==> src/fasd_pkg.sv <==
// Package of the full ASCII shift decoder: types, register indexes and the punctuation table.
`timescale 1ns / 1ps
`default_nettype none
package fasd_pkg;

	typedef logic [6:0] char_t;

	// Configuration register indexes, in the order of the register list.
	typedef logic [1:0] reg_idx_t;
	localparam reg_idx_t REG_SHIFT_CONTROL = 2'd0;
	localparam reg_idx_t REG_SHIFT_PERCENT = 2'd1;
	localparam reg_idx_t REG_SHIFT_SLASH   = 2'd2;
	localparam reg_idx_t REG_SHIFT_PLUS    = 2'd3;

	// Which shift is pending.
	typedef logic [1:0] kind_t;
	localparam kind_t KIND_CONTROL = 2'd0;
	localparam kind_t KIND_PERCENT = 2'd1;
	localparam kind_t KIND_SLASH   = 2'd2;
	localparam kind_t KIND_PLUS    = 2'd3;

	localparam char_t RST_SHIFT_CONTROL = 7'd36;
	localparam char_t RST_SHIFT_PERCENT = 7'd37;
	localparam char_t RST_SHIFT_SLASH   = 7'd47;
	localparam char_t RST_SHIFT_PLUS    = 7'd43;

	localparam char_t CHAR_UPPER_A = 7'd65;
	localparam char_t CHAR_UPPER_Z = 7'd90;
	localparam char_t CTRL_OFFSET  = 7'd64;
	localparam char_t CASE_OFFSET  = 7'd32;

	typedef char_t [3:0] shift_set_t;

	typedef struct packed {
		logic  pending_valid;
		kind_t pending_kind;
		logic  dropping;
	} fasd_state_t;

	typedef struct packed {
		logic  emit;
		char_t out_char;
		logic  format_error;
		logic  end_of_string;
	} fasd_result_t;

	// Punctuation and control table for the second shift, indexed by letter minus 'A'.
	function automatic char_t percent_map(input logic [4:0] idx);
		char_t r;
		unique case (idx)
			5'd0, 5'd1, 5'd2, 5'd3, 5'd4:      r = 7'd27 + {2'b00, idx};
			5'd5, 5'd6, 5'd7, 5'd8, 5'd9:      r = 7'd54 + {2'b00, idx};
			5'd10, 5'd11, 5'd12, 5'd13, 5'd14: r = 7'd81 + {2'b00, idx};
			5'd15, 5'd16, 5'd17, 5'd18, 5'd19: r = 7'd108 + {2'b00, idx};
			5'd20:                             r = 7'd0;
			5'd21:                             r = 7'd64;
			5'd22:                             r = 7'd96;
			default:                           r = 7'd127;
		endcase
		return r;
	endfunction

endpackage
`default_nettype wire

==> src/fasd_ifs.sv <==
// Channel interfaces of the full ASCII shift decoder: input, result and configuration.
`timescale 1ns / 1ps
`default_nettype none
interface fasd_in_if;
	logic                valid;
	logic                ready;
	fasd_pkg::char_t     in_char;
	logic                last_of_string;
	modport source (output valid, in_char, last_of_string, input ready);
	modport sink   (input valid, in_char, last_of_string, output ready);
endinterface

interface fasd_out_if;
	logic                valid;
	logic                ready;
	fasd_pkg::char_t     out_char;
	logic                format_error;
	logic                end_of_string;
	modport source (output valid, out_char, format_error, end_of_string, input ready);
	modport sink   (input valid, out_char, format_error, end_of_string, output ready);
endinterface

interface fasd_cfg_if;
	logic                 valid;
	logic                 ready;
	fasd_pkg::reg_idx_t   index;
	fasd_pkg::char_t      data;
	modport source (output valid, index, data, input ready);
	modport sink   (input valid, index, data, output ready);
endinterface
`default_nettype wire

==> src/full_ascii_shift_decoder.sv <==
// Top level of the full ASCII shift decoder: input register, decode and result register.
//
// Usage: characters of a symbol's text arrive as words on din, each with a last-of-string
// mark. Shift characters produce no result of their own; the following letter is mapped
// to its full ASCII value and leaves on dout. A bad follower, or a shift character that
// ends the string, produces one error word with end_of_string set, and the remaining
// words of that string are discarded.
// Configuration: four shift characters are written on cfg, index 0 to 3, and may only be
// written while the decoder is idle. cfg is always ready.
// Path: a word accepted on din is held in the input register, decoded from there and
// written into the result register, which drives dout.
// Throughput: one word per cycle while dout is not stalled; the decode is a single pass of
// comparators and a small table between the input register and the result register.
// Reset: arst_n clears the pipeline, the shift state and restores the default shift
// characters ('$', '%', '/', '+').
// Stalls: the result register holds its word while dout.ready is low; the input register
// holds the next word behind it, and din.ready falls only when both are occupied.
`timescale 1ns / 1ps
`default_nettype none
module full_ascii_shift_decoder (
	input  wire logic   clk,
	input  wire logic   arst_n,
	fasd_in_if.sink     din,
	fasd_out_if.source  dout,
	fasd_cfg_if.sink    cfg
);

	// Shift character registers.
	fasd_pkg::shift_set_t   shifts_q;

	// Input stage.
	logic                   valid_s1;
	fasd_pkg::char_t        char_s1;
	logic                   last_s1;

	// Decoder state carried from one word to the next.
	fasd_pkg::fasd_state_t  state_q;
	fasd_pkg::fasd_state_t  state_next;
	fasd_pkg::fasd_result_t res;

	// Result register.
	logic                   out_valid_q;
	fasd_pkg::char_t        out_char_q;
	logic                   out_err_q;
	logic                   out_eos_q;

	logic                   load_out;
	logic                   advance;

	assign cfg.ready = 1'b1;

	always_ff @(posedge clk or negedge arst_n) begin
		if (!arst_n) begin
			shifts_q[fasd_pkg::REG_SHIFT_CONTROL] <= fasd_pkg::RST_SHIFT_CONTROL;
			shifts_q[fasd_pkg::REG_SHIFT_PERCENT] <= fasd_pkg::RST_SHIFT_PERCENT;
			shifts_q[fasd_pkg::REG_SHIFT_SLASH]   <= fasd_pkg::RST_SHIFT_SLASH;
			shifts_q[fasd_pkg::REG_SHIFT_PLUS]    <= fasd_pkg::RST_SHIFT_PLUS;
		end else if (cfg.valid) begin
			shifts_q[cfg.index] <= cfg.data;
		end
	end

	// The result register can take a new word when it is empty or being drained;
	// the input stage moves on whenever that is so, whether or not a result follows.
	assign load_out  = !out_valid_q || dout.ready;
	assign advance   = valid_s1 && load_out;
	assign din.ready = !valid_s1 || load_out;

	always_ff @(posedge clk or negedge arst_n) begin
		if (!arst_n) begin
			valid_s1 <= 1'b0;
		end else if (din.ready) begin
			valid_s1 <= din.valid;
		end
	end

	always_ff @(posedge clk) begin
		if (din.ready && din.valid) begin
			char_s1 <= din.in_char;
			last_s1 <= din.last_of_string;
		end
	end

	fasd_map u_map (
		.in_char (char_s1),
		.last    (last_s1),
		.shifts  (shifts_q),
		.st      (state_q),
		.st_next (state_next),
		.res     (res)
	);

	always_ff @(posedge clk or negedge arst_n) begin
		if (!arst_n) begin
			state_q     <= '0;
			out_valid_q <= 1'b0;
		end else begin
			if (advance) begin
				state_q <= state_next;
			end
			if (load_out) begin
				out_valid_q <= advance && res.emit;
			end
		end
	end

	always_ff @(posedge clk) begin
		if (advance && res.emit) begin
			out_char_q <= res.out_char;
			out_err_q  <= res.format_error;
			out_eos_q  <= res.end_of_string;
		end
	end

	assign dout.valid         = out_valid_q;
	assign dout.out_char      = out_char_q;
	assign dout.format_error  = out_err_q;
	assign dout.end_of_string = out_eos_q;

endmodule
`default_nettype wire

==> src/fasd_map.sv <==
// Decode logic for one character: shift matching, follower mapping and next state.
`timescale 1ns / 1ps
`default_nettype none
module fasd_map (
	input  wire fasd_pkg::char_t      in_char,
	input  wire logic                 last,
	input  wire fasd_pkg::shift_set_t shifts,
	input  wire fasd_pkg::fasd_state_t st,
	output fasd_pkg::fasd_state_t     st_next,
	output fasd_pkg::fasd_result_t    res
);

	logic                  hit;
	fasd_pkg::kind_t       hit_kind;
	logic                  is_letter;
	logic [4:0]            letter_off;
	fasd_pkg::char_t       mapped;

	// The lowest-numbered matching shift register wins.
	always_comb begin
		hit      = 1'b1;
		hit_kind = fasd_pkg::KIND_CONTROL;
		priority if (in_char == shifts[fasd_pkg::REG_SHIFT_CONTROL]) begin
			hit_kind = fasd_pkg::KIND_CONTROL;
		end else if (in_char == shifts[fasd_pkg::REG_SHIFT_PERCENT]) begin
			hit_kind = fasd_pkg::KIND_PERCENT;
		end else if (in_char == shifts[fasd_pkg::REG_SHIFT_SLASH]) begin
			hit_kind = fasd_pkg::KIND_SLASH;
		end else if (in_char == shifts[fasd_pkg::REG_SHIFT_PLUS]) begin
			hit_kind = fasd_pkg::KIND_PLUS;
		end else begin
			hit = 1'b0;
		end
	end

	assign is_letter  = (in_char >= fasd_pkg::CHAR_UPPER_A) && (in_char <= fasd_pkg::CHAR_UPPER_Z);
	assign letter_off = 5'(in_char - fasd_pkg::CHAR_UPPER_A);

	always_comb begin
		unique case (st.pending_kind)
			fasd_pkg::KIND_CONTROL: mapped = in_char - fasd_pkg::CTRL_OFFSET;
			fasd_pkg::KIND_PERCENT: mapped = fasd_pkg::percent_map(letter_off);
			fasd_pkg::KIND_SLASH:   mapped = in_char - fasd_pkg::CASE_OFFSET;
			default:                mapped = in_char + fasd_pkg::CASE_OFFSET;
		endcase
	end

	always_comb begin
		st_next = st;
		res     = '0;
		if (st.dropping) begin
			if (last) begin
				st_next = '0;
			end
		end else if (st.pending_valid) begin
			st_next.pending_valid = 1'b0;
			if (!is_letter) begin
				res.emit          = 1'b1;
				res.format_error  = 1'b1;
				res.end_of_string = 1'b1;
				if (last) begin
					st_next = '0;
				end else begin
					st_next.dropping = 1'b1;
				end
			end else begin
				res.emit          = 1'b1;
				res.out_char      = mapped;
				res.end_of_string = last;
				if (last) begin
					st_next = '0;
				end
			end
		end else if (hit) begin
			if (last) begin
				res.emit          = 1'b1;
				res.format_error  = 1'b1;
				res.end_of_string = 1'b1;
				st_next           = '0;
			end else begin
				st_next.pending_valid = 1'b1;
				st_next.pending_kind  = hit_kind;
			end
		end else begin
			res.emit          = 1'b1;
			res.out_char      = in_char;
			res.end_of_string = last;
			if (last) begin
				st_next = '0;
			end
		end
	end

endmodule
`default_nettype wire
==> src/flat_wrapper.sv <==
// flat-port wrapper written by rule: the top's interface ports become plain ports
module full_ascii_shift_decoder_flat 
  (clk, arst_n, din_valid, din_in_char, din_last_of_string, din_ready, dout_valid, dout_out_char, dout_format_error, dout_end_of_string, dout_ready, cfg_valid, cfg_index, cfg_data, cfg_ready);
  fasd_in_if din_i ();
  fasd_out_if dout_i ();
  fasd_cfg_if cfg_i ();
  input  wire logic clk;
  input  wire logic arst_n;
  input wire logic [$bits(din_i.valid)-1:0] din_valid;
  input wire logic [$bits(din_i.in_char)-1:0] din_in_char;
  input wire logic [$bits(din_i.last_of_string)-1:0] din_last_of_string;
  output wire logic [$bits(din_i.ready)-1:0] din_ready;
  output wire logic [$bits(dout_i.valid)-1:0] dout_valid;
  output wire logic [$bits(dout_i.out_char)-1:0] dout_out_char;
  output wire logic [$bits(dout_i.format_error)-1:0] dout_format_error;
  output wire logic [$bits(dout_i.end_of_string)-1:0] dout_end_of_string;
  input wire logic [$bits(dout_i.ready)-1:0] dout_ready;
  input wire logic [$bits(cfg_i.valid)-1:0] cfg_valid;
  input wire logic [$bits(cfg_i.index)-1:0] cfg_index;
  input wire logic [$bits(cfg_i.data)-1:0] cfg_data;
  output wire logic [$bits(cfg_i.ready)-1:0] cfg_ready;
  assign din_i.valid = din_valid;
  assign din_i.in_char = din_in_char;
  assign din_i.last_of_string = din_last_of_string;
  assign din_ready = din_i.ready;
  assign dout_valid = dout_i.valid;
  assign dout_out_char = dout_i.out_char;
  assign dout_format_error = dout_i.format_error;
  assign dout_end_of_string = dout_i.end_of_string;
  assign dout_i.ready = dout_ready;
  assign cfg_i.valid = cfg_valid;
  assign cfg_i.index = cfg_index;
  assign cfg_i.data = cfg_data;
  assign cfg_ready = cfg_i.ready;
  full_ascii_shift_decoder u_core (.clk(clk), .arst_n(arst_n), .din(din_i), .dout(dout_i), .cfg(cfg_i));
endmodule
==> config.mk <==
export PLATFORM = sky130hd
export DESIGN_NAME = full_ascii_shift_decoder_flat
export DESIGN_NICKNAME = d
export VERILOG_FILES = /design/src/fasd_pkg.sv /design/src/fasd_ifs.sv /design/src/full_ascii_shift_decoder.sv /design/src/fasd_map.sv /design/src/flat_wrapper.sv
export SDC_FILE = /design/constraint.sdc
export NUM_CORES = 1
export LEC_CHECK = 0
export BUFFER_PORTS_ARGS = -buffer_cell sky130_fd_sc_hd__buf_2
export CAP_MARGIN = 10
export CELL_PAD_IN_SITES_DETAIL_PLACEMENT = 1
export CELL_PAD_IN_SITES_GLOBAL_PLACEMENT = 2
export CORE_ASPECT_RATIO = 1.5
export CORE_MARGIN = 2
export CORE_UTILIZATION = 38
export DETAILED_ROUTE_END_ITERATION = 12
export HOLD_SLACK_MARGIN = 0.02
export PLACE_DENSITY = 0.86
export SLEW_MARGIN = 20
export SYNTH_ARGS = -nofsm -noshare
export SYNTH_HDL_FRONTEND = slang
export SYNTH_SLANG_ARGS = --single-unit
==> constraint.sdc <==
create_clock -name clk -period 3.7 [get_ports clk]
set_clock_uncertainty 0.1 [all_clocks]
set_input_delay 1.11 -clock clk [delete_from_list [all_inputs] [get_ports clk]]
set_output_delay 1.11 -clock clk [all_outputs]
set_load 0.02 [all_outputs]
==> impl_metrics.json, run 1 <==
{
  "critical_path_class": "reg2reg",
  "drive_above_1_share_pct": 27.3,
  "maxCapViolations": 0,
  "ys_warn_count": 0,
  "fin_crit_sh_pct": 84.0,
  "ys_types": 66,
  "grt_overflow": 0,
  "final-setup-viol-count": 0,
  "clkTransAtPathRegs_ns": 0.07,
  "crit_chain": "inv_1 > ha_1 > nor2b_1 > nor2_1 > inv_1 > ha_1 > or3_1 > o21ai_0 > o21bai_1 > o32a_1 > o2111ai_1 > a22o_1",
  "async_flop_share_pct": 66.7,
  "cts_root_buffer": "clkbuf_16",
  "synth_nets": 397,
  "grt_max_degree": 35,
  "grt_util_met3_pct": 2.67,
  "dpl.hpwl_mm": 7.86,
  "cts_buffers": 5,
  "syn_to_final_growth_pct": 11.0,
  "synth_top_area_cell": "edfxtp_1",
  "crit_path_max_fanout": 15,
  "initial_core_util_pct": 39.0,
  "netlist_top_cells_count": "29 x mux2_2, 27 x nor2_1, 26 x a21oi_1",
  "yosysTopAreaCellShare_pct": 14.2,
  "drt_iter0_markers": 122,
  "die_h_um": 123,
  "first_pass_iters": 4,
  "ys_seq_area_share_pct": 38.4,
  "fp.dieArea_um2": 10300,
  "clk_latency_ns": 0.30,
  "reg2reg_slack_ns": 0.59,
  "ys_top_cells_by_area": "edfxtp_1 14%, dfrtp_1 14%, dfstp_2 10%",
  "final-max-slew-violation-count": 0,
  "slowest_stage": "ha_1",
  "worst_slew_pin_slew_ns": 0.754,
  "syn_inst": 365,
  "cp_data_arrival_time_ns": 3.06,
  "p_leak_uw": 0.00156,
  "min_from": "u_core.shifts_q[13]",
  "whs_ns": 0.432,
  "powerDensity_nw_per_um2": 492,
  "startpoint_type": "register",
  "crit_required_ns": 3.66,
  "fin_tns_setup_ns": 0,
  "fin_crit_ns": 3.11,
  "vias": 2968,
  "maxSlewHeadroom_pct": 49.8,
  "global_route.peak_usage_layer": "met2",
  "gp_congestion": 0.932,
  "use_met2_pct": 39.4,
  "yosysMostFrequentCell": "mux2_2",
  "antenna_found_initial": 0,
  "finalHoldViolCount": 0,
  "die_w_um": 83.4,
  "antenna_cells": 0,
  "tritoncts": "built",
  "syn_area_um2": 3590,
  "clk_path_buf_depth": 2,
  "rows": 43,
  "clock-sinks": 51,
  "status": "complete, no violations",
  "fmax_ghz": 0.322,
  "stdcell_count": 508,
  "ys_ff_latch": 51,
  "cts_resized": 0,
  "synth_edf_count": 17,
  "grt_usage_pct": 20.7,
  "cts_setup_buffers": 0,
  "final_nets": 427,
  "core_um2": 9200,
  "dp_cells": 500,
  "routed_wl_mm": 10.1,
  "max-vdd-ir-drop_uv": 223,
  "via_per_inst": 5.84,
  "cts_hold_buffers": 0,
  "reg2reg_from": "u_core.char_s1[0]",
  "avgSynthCellArea_um2": 9.84,
  "use_met1_pct": 21.6,
  "grt_pass1_wl_mm": 16.3,
  "holdCritPathClass": "reg2reg",
  "antenna_left": 0,
  "hold_depth": 1,
  "max_stage_delay_ns": 0.47,
  "synth_flop_cell": "dfrtp_1",
  "port_buffers": 32,
  "wire_per_inst_um": 19.8,
  "rsz0062_at_grt": "no",
  "worst_setup_path_end_kind": "register",
  "timing.rr.end": "u_core.dout.out_char[3]",
  "drc_errors": 0,
  "grt_pass1_vias": 3170,
  "ios": 34,
  "reg2reg_depth": 12,
  "hold_end": "u_core.shifts_q[13]",
  "h-tree-depth": 2
}
per-layer routing:
metal,up-vias,routed length (µm)
met2,59,5550
met1,1485,3780
met4,0,454
li1,1393,-
met3,31,269
met5,-,0
metrics by stage:
step | utilization (%) | total power [µW] | setup WS [ns] | cell area [µm²]
after floorplan | - | 1310 | 0.668 | 3590
after global placement | 41.8 | 1480 | 0.620 | 3850
after detailed placement | 41.8 | 1510 | 0.582 | 3850
after CTS | 43.3 | 1980 | 0.577 | 3990
after global routing | 43.3 | 2080 | 0.284 | 3990
final | 43.3 | 1960 | 0.591 | 3990
where the power goes:
group	internal, µW	leakage (µW)	switching, µW
combinational	281	0.000942	396
clock	250	0.0000669	212
sequential	733	0.000554	91.3
flip-flops by register name (all words and copies together) (netlist names):
name	flops
u_core.dout.out_char	7
u_core.shifts_q	28
u_core.dout.format_error	1
u_core.last_s1	1
u_core.state_q	4
u_core.dout.valid	1
u_core.valid_s1	1
u_core.dout.end_of_string	1
u_core.char_s1	7
worst max-delay path: cells and delay by family, from the launching register on:
kind	cells	cell delay [ns]
adders and majority gates	2	0.64
buffers and inverters	2	0.26
AOI/OAI and AO/OA	5	0.84
DFF	1	0.39
and+or+nand+nor	3	0.65
logic make-up after synthesis:
| family | synth area share, % |
|---|---|
| xor+xnor | 8.78 |
| other cells | 0.104 |
| fa+ha+maj | 3.48 |
| buf+inv | 5.15 |
| mux | 9.65 |
| compound gates | 18.1 |
| simple gates | 16.3 |
| flops | 38.4 |
cell usage in the layout, fill, tap and decap left out, drive strengths merged, types with 4 or more instances in the layout:
cell | synthesis | final
nand3 | 6 | 6
nand2 | 23 | 23
nand3b | 4 | 4
or3 | 4 | 4
dfrtp | 20 | 20
nand4 | 5 | 5
xor2 | 17 | 17
edfxtp | 17 | 17
o21ai | 12 | 12
nor2b | 9 | 9
o211ai | 5 | 5
xnor2 | 19 | 19
nor2 | 28 | 28
a21oi | 26 | 26
mux2 | 29 | 29
ha | 10 | 10
a22o | 4 | 4
nor3 | 11 | 11
and2 | 4 | 4
nor4 | 5 | 5
a22oi | 6 | 6
nand2b | 5 | 5
buf | 16 | 42
dfstp | 14 | 14
inv | 16 | 16
clkbuf | 3 | 6
a31oi | 4 | 4
worst max-delay path by stage:
stage,startpoint,to,cells past startpoint
6_report,u_core.char_s1[0],u_core.dout.out_char[3],12
5_1_grt,u_core.char_s1[0],u_core.dout.out_char[3],12
4_1_cts,u_core.char_s1[0],u_core.dout.out_char[4],10
3_5_place_dp,u_core.char_s1[0],u_core.dout.out_char[4],10
3_3_place_gp,u_core.char_s1[0],u_core.dout.out_char[4],10
2_1_floorplan,u_core.char_s1[0],u_core.dout.out_char[3],13
layout make-up:
cell class,count,area (µm²)
Multi-Input combinational cell,278,2030
Timing Repair Buffer,42,235
Fill cell,1056,5210
Clock inverter,2,12.5
Inverter,17,63.8
Sequential cell,51,1380
Clock buffer,6,129
Tap cell,112,140
Note: power is estimated with default switching activity, not from simulation.
==> inputs of run 2 (changes only) <==
==> constraint.sdc (replaced) <==
create_clock -name clk -period 3.2 [get_ports clk]
set_clock_uncertainty 0.1 [all_clocks]
set_input_delay 0.96 -clock clk [delete_from_list [all_inputs] [get_ports clk]]
set_output_delay 0.96 -clock clk [all_outputs]
set_load 0.02 [all_outputs]
==> run 2 against run 1 <==
  * Sequential share of layout area shrank 0.66 points
  * Worst hold slack got worse by 0.0050 ns
  * Power is 18% higher
  * Highest routed layer unchanged
  * Via count decreased by 0.57%
  * First-iteration DRC count up 12%
  * Critical path depth is 4 lower
  * Sequential power up 15%
==> impl_metrics.json, run 2 (synthesized netlist as in run 1, its figures left out) <==
{
  "status": "complete, no violations",
  "grt_pass1_vias": 3129,
  "port_buffers": 32,
  "drt_iter0_markers": 137,
  "initial_core_util_pct": 39.0,
  "wire_per_inst_um": 19.3,
  "use_met2_pct": 38.8,
  "fin_tns_setup_ns": 0,
  "die_w_um": 83.4,
  "hold_depth": 2,
  "crit_chain": "buf_4 > ha_1 > or3_1 > a31oi_1 > nand2_1 > a2111oi_2 > o211ai_1 > o221a_2",
  "p_leak_uw": 0.00161,
  "utilization_pct": 44.2,
  "dpl.hpwl_mm": 7.92,
  "clkTransAtPathRegs_ns": 0.07,
  "gp_congestion": 0.954,
  "mostFrequentLayoutCells": "32 x buf_2, 29 x mux2_2, 27 x nor2_1",
  "grt_util_met3_pct": 2.54,
  "cts_buffers": 5,
  "final-setup-viol-count": 0,
  "antenna_left": 0,
  "top_register": "u_core.shifts_q",
  "final_common_cell": "buf_2",
  "max_stage_delay_ns": 0.41,
  "max-vdd-ir-drop_uv": 378,
  "rows": 43,
  "cp_data_arrival_time_ns": 2.94,
  "tritoncts": "built",
  "grt_max_degree": 35,
  "pre_cts_slack_ns": 0.192,
  "grt_pass1_wl_mm": 16.0,
  "via_per_inst": 5.73,
  "critical_path_class": "reg2reg",
  "startpoint_type": "register",
  "syn_to_final_growth_pct": 13.2,
  "drc_errors": 0,
  "worst_slew_pin_slew_ns": 0.747,
  "holdCritPathClass": "reg2reg",
  "vias": 2951,
  "clock-sinks": 51,
  "core_um2": 9200,
  "rsz0062_at_grt": "no",
  "drive_above_1_share_pct": 29.0,
  "grt_overflow": 0,
  "maxSlewHeadroom_pct": 50.2,
  "slowest_stage": "or3_1",
  "antenna_cells": 0,
  "clk_path_buf_depth": 2,
  "reg2reg_depth": 8,
  "fin_crit_sh_pct": 93.3,
  "use_met1_pct": 20.2,
  "powerDensity_nw_per_um2": 570,
  "worst_setup_path_end_kind": "register",
  "final_nets": 434,
  "die_h_um": 123,
  "crit_required_ns": 3.15,
  "largest_register_ff_count": 28,
  "maxCapViolations": 0,
  "clk_latency_ns": 0.29,
  "first_pass_iters": 4,
  "finalHoldViolCount": 0,
  "final-max-slew-violation-count": 0,
  "cts_root_buffer": "clkbuf_16",
  "routed_wl_mm": 9.93,
  "setup_ws_ns": 0.213,
  "global_route.peak_usage_layer": "met2",
  "ios": 34,
  "antenna_found_initial": 0,
  "fmax_ghz": 0.335,
  "fp.dieArea_um2": 10300,
  "h-tree-depth": 2,
  "fin_crit_ns": 2.99,
  "crit_path_max_fanout": 16,
  "grt_usage_pct": 20.1
}
-- run 2: where the power goes --
group,switching (µW),internal [µW]
Sequential,97.1,847
Combinational,464,336
Clock,236,337
Total,797,1520
-- run 2: per-stage QoR --
stage	hold slack [ns]	instances	total power, µW	cell area [µm²]
2_1_floorplan	0.400	365	1520	3590
3_3_place_gp	0.402	507	1740	3900
3_5_place_dp	0.417	507	1760	3900
4_1_cts	0.432	515	2340	4060
5_1_grt	0.442	515	2450	4070
6_report	0.427	515	2320	4070
-- run 2: area by class of cell --
cell class	instances	area (µm²)
Clock buffer	6	150
Clock inverter	2	13.8
Fill cell	1051	5130
Inverter	17	63.8
Multi-Input combinational cell	278	2030
Sequential cell	51	1380
Tap cell	112	140
Timing Repair Buffer	49	288
-- run 2: critical path: cells and delay by family, from the launching register on --
family,cells,cell delay [ns]
compound gates,4,1.09
simple gates,2,0.61
flops,1,0.40
fa+ha+maj,1,0.32
buf+inv,1,0.23
-- run 2: per-layer routing --
metal | up-vias | wire (µm)
li1 | 1402 | -
met1 | 1449 | 3660
met2 | 66 | 5460
met3 | 34 | 247
met4 | 0 | 563
met5 | - | 0
-- run 2: worst paths after layout --
path                                    from                      end  slack [ns]
setup / recovery           u_core.char_s1[0]  u_core.dout.out_char[4]        0.21
hold / removal             u_core.dout.valid        u_core.dout.valid        0.43
max in group asynchronous             arst_n      u_core.shifts_q[23]        1.89
min in group asynchronous             arst_n        u_core.dout.valid        0.62
hold reg to reg            u_core.dout.valid        u_core.dout.valid        0.43
setup reg to reg           u_core.char_s1[0]  u_core.dout.out_char[4]        0.21
-- run 2: repair_timing --
action | in CTS | in global routing
hold buffers | 0 | 0
resized for setup | 0 | 1
endpoints found under the setup margin | 0 | 2
buffers inserted | 0 | 0
==> inputs of run 3 (changes only) <==
--- a/config.mk
+++ b/config.mk
@@ -14,7 +14,7 @@
 export CORE_UTILIZATION = 38
 export DETAILED_ROUTE_END_ITERATION = 12
 export HOLD_SLACK_MARGIN = 0.02
-export PLACE_DENSITY = 0.86
+export PLACE_DENSITY_LB_ADDON = 0.05
 export SLEW_MARGIN = 20
 export SYNTH_ARGS = -nofsm -noshare
 export SYNTH_HDL_FRONTEND = slang
==> constraint.sdc (replaced) <==
create_clock -name clk -period 3.2 [get_ports clk]
set_clock_uncertainty 0.1 [all_clocks]
set_input_delay 0.32 -clock clk [delete_from_list [all_inputs] [get_ports clk]]
set_output_delay 0.32 -clock clk [all_outputs]
set_load 0.02 [all_outputs]
==> run 3 against run 2 <==
  * Sequential power hardly changed
  * Global-route usage is 0.40 points higher
  * Cell count is 0.58% higher
  * Wire length is 1.2% higher
==> impl_metrics.json, run 3 (synthesized netlist as in run 1, its figures left out) <==
{
  "max-vdd-ir-drop_uv": 323,
  "antenna_found_initial": 0,
  "drive_above_1_share_pct": 29.3,
  "mostFrequentLayoutCells": "32 x buf_2, 29 x mux2_2, 27 x nor2_1",
  "port_buffers": 32,
  "final_nets": 437,
  "p_leak_uw": 0.00162,
  "final-setup-viol-count": 0,
  "min_from": "din_in_char[2]",
  "fmax_ghz": 0.342,
  "gp_congestion": 0.906,
  "fin_crit_sh_pct": 91.4,
  "critical_path_class": "reg2reg",
  "crit_path_max_fanout": 16,
  "cts_setup_buffers": 0,
  "fin_tns_setup_ns": 0,
  "rsz0062_at_grt": "no",
  "worst_slew_pin_slew_ns": 0.767,
  "cts_root_buffer": "clkbuf_16",
  "fp.dieArea_um2": 10300,
  "ios": 34,
  "clk_path_buf_depth": 2,
  "p_total_uw": 2300,
  "core_um2": 9200,
  "grt_pass1_wl_mm": 16.3,
  "grt_pass1_vias": 3108,
  "antenna_cells": 0,
  "utilization_pct": 44.5,
  "first_pass_iters": 4,
  "largest_register_ff_count": 28,
  "holdCritPathClass": "in2reg",
  "worst_setup_path_end_kind": "register",
  "grt_overflow": 0,
  "clk_latency_ns": 0.29,
  "maxCapViolations": 0,
  "final_common_cell": "buf_2",
  "finalHoldViolCount": 0,
  "initial_core_util_pct": 39.0,
  "status": "complete, no violations",
  "grt_max_degree": 35,
  "reg2reg_from": "u_core.char_s1[0]",
  "clock-sinks": 51,
  "cp_data_arrival_time_ns": 2.93,
  "vias": 2907,
  "via_per_inst": 5.61,
  "grt_usage_pct": 20.5,
  "wire_per_inst_um": 19.4,
  "startpoint_type": "register",
  "powerDensity_nw_per_um2": 561,
  "die_h_um": 123,
  "clkTransAtPathRegs_ns": 0.07,
  "tritoncts": "built",
  "rows": 43,
  "syn_to_final_growth_pct": 14.0,
  "top_register": "u_core.shifts_q",
  "crit_required_ns": 3.21,
  "fin_crit_ns": 2.92,
  "h-tree-depth": 2,
  "routed_wl_mm": 10.0,
  "startpoint": "u_core.char_s1[0]",
  "cts_buffers": 5,
  "dpl.hpwl_mm": 7.96,
  "maxSlewHeadroom_pct": 48.9,
  "drt_iter0_markers": 191,
  "antenna_left": 0,
  "final-max-slew-violation-count": 0,
  "drc_errors": 0,
  "die_w_um": 83.4
}
[run 3: changes by cell type in the layout (fill, tap and decap cells not counted)]
| cell | change |
|---|---|
| buf_12 | +1 |
| buf_4 | +1 |
| clkbuf_16 | -1 |
| clkbuf_8 | +1 |
| clkinv_1 | +1 |
| clkinv_2 | -1 |
| clkinv_4 | -1 |
| clkinvlp_4 | +1 |
| dlygate4sd3_1 | +1 |
| nor3_1 | -1 |
| nor3_2 | +1 |
[run 3: where the power goes]
part           leakage [µW]  total (µW)  internal (µW)  switching [µW]
clock network     0.0000705         544            309             235
registers          0.000554         947            848            99.5
logic              0.000996         807            343             465
total               0.00162        2300           1500             799
[run 3: final cells by class]
class | instances | area, µm²
clock buffers | 6 | 139
inverters | 17 | 63.8
clock inverters | 2 | 11.3
multi-input cells | 278 | 2040
fillers | 1080 | 5110
repair buffers | 52 | 325
flip-flops and latches | 51 | 1380
well taps | 112 | 140
[run 3: metrics by stage]
| step | instances | hold WS [ns] | cell area [µm²] | worst slack (ns) |
|---|---|---|---|---|
| 5_1_grt | 518 | 0.0949 | 4090 | 0.0256 |
| 2_1_floorplan | 365 | -0.0756 | 3590 | 0.168 |
| 3_5_place_dp | 509 | 0.333 | 3930 | 0.201 |
| 4_1_cts | 518 | 0.0951 | 4090 | 0.201 |
| 6_report | 518 | 0.0980 | 4090 | 0.275 |
| 3_3_place_gp | 509 | 0.326 | 3930 | 0.253 |
[run 3: path summary, 6_finish.rpt]
check | end | slack [ns] | depth (start not counted)
worst max-delay path | u_core.dout.out_char[5] | 0.28 | 10
worst min-delay path | u_core.char_s1[2] | 0.1 | 1
worst max register to register | u_core.dout.out_char[5] | 0.28 | 10
worst min register to register | u_core.shifts_q[27] | 0.43 | 1
max in group asynchronous | u_core.shifts_q[1] | 1.98 | 2
min in group asynchronous | u_core.shifts_q[6] | 0.53 | 2
[run 3: critical path: stages, from the launching register on]
cell	delay (ns)
edfxtp_1	0.38
buf_4	0.22
or2_1	0.35
buf_4	0.19
a21oi_1	0.13
nor2_1	0.06
a31oi_1	0.34
o21a_1	0.30
o2111ai_2	0.23
and4_1	0.28
o32ai_1	0.14
[run 3: timing repair]
item                                   in CTS  in global routing
hold buffers                                1                  0
endpoints found under the hold margin      11                  0
resized for setup                           0                  2
setup endpoints to repair                   0                  3
[run 3: routing by layer]
metal  GRT usage [%]  vias to the layer above  part of all wire, %
met5               0                        -                    0
met4            7.58                        0                  2.4
met3            2.00                       15                  1.9
met2            39.7                       40                   55
met1            23.0                     1446                   41
li1                -                     1406                    -
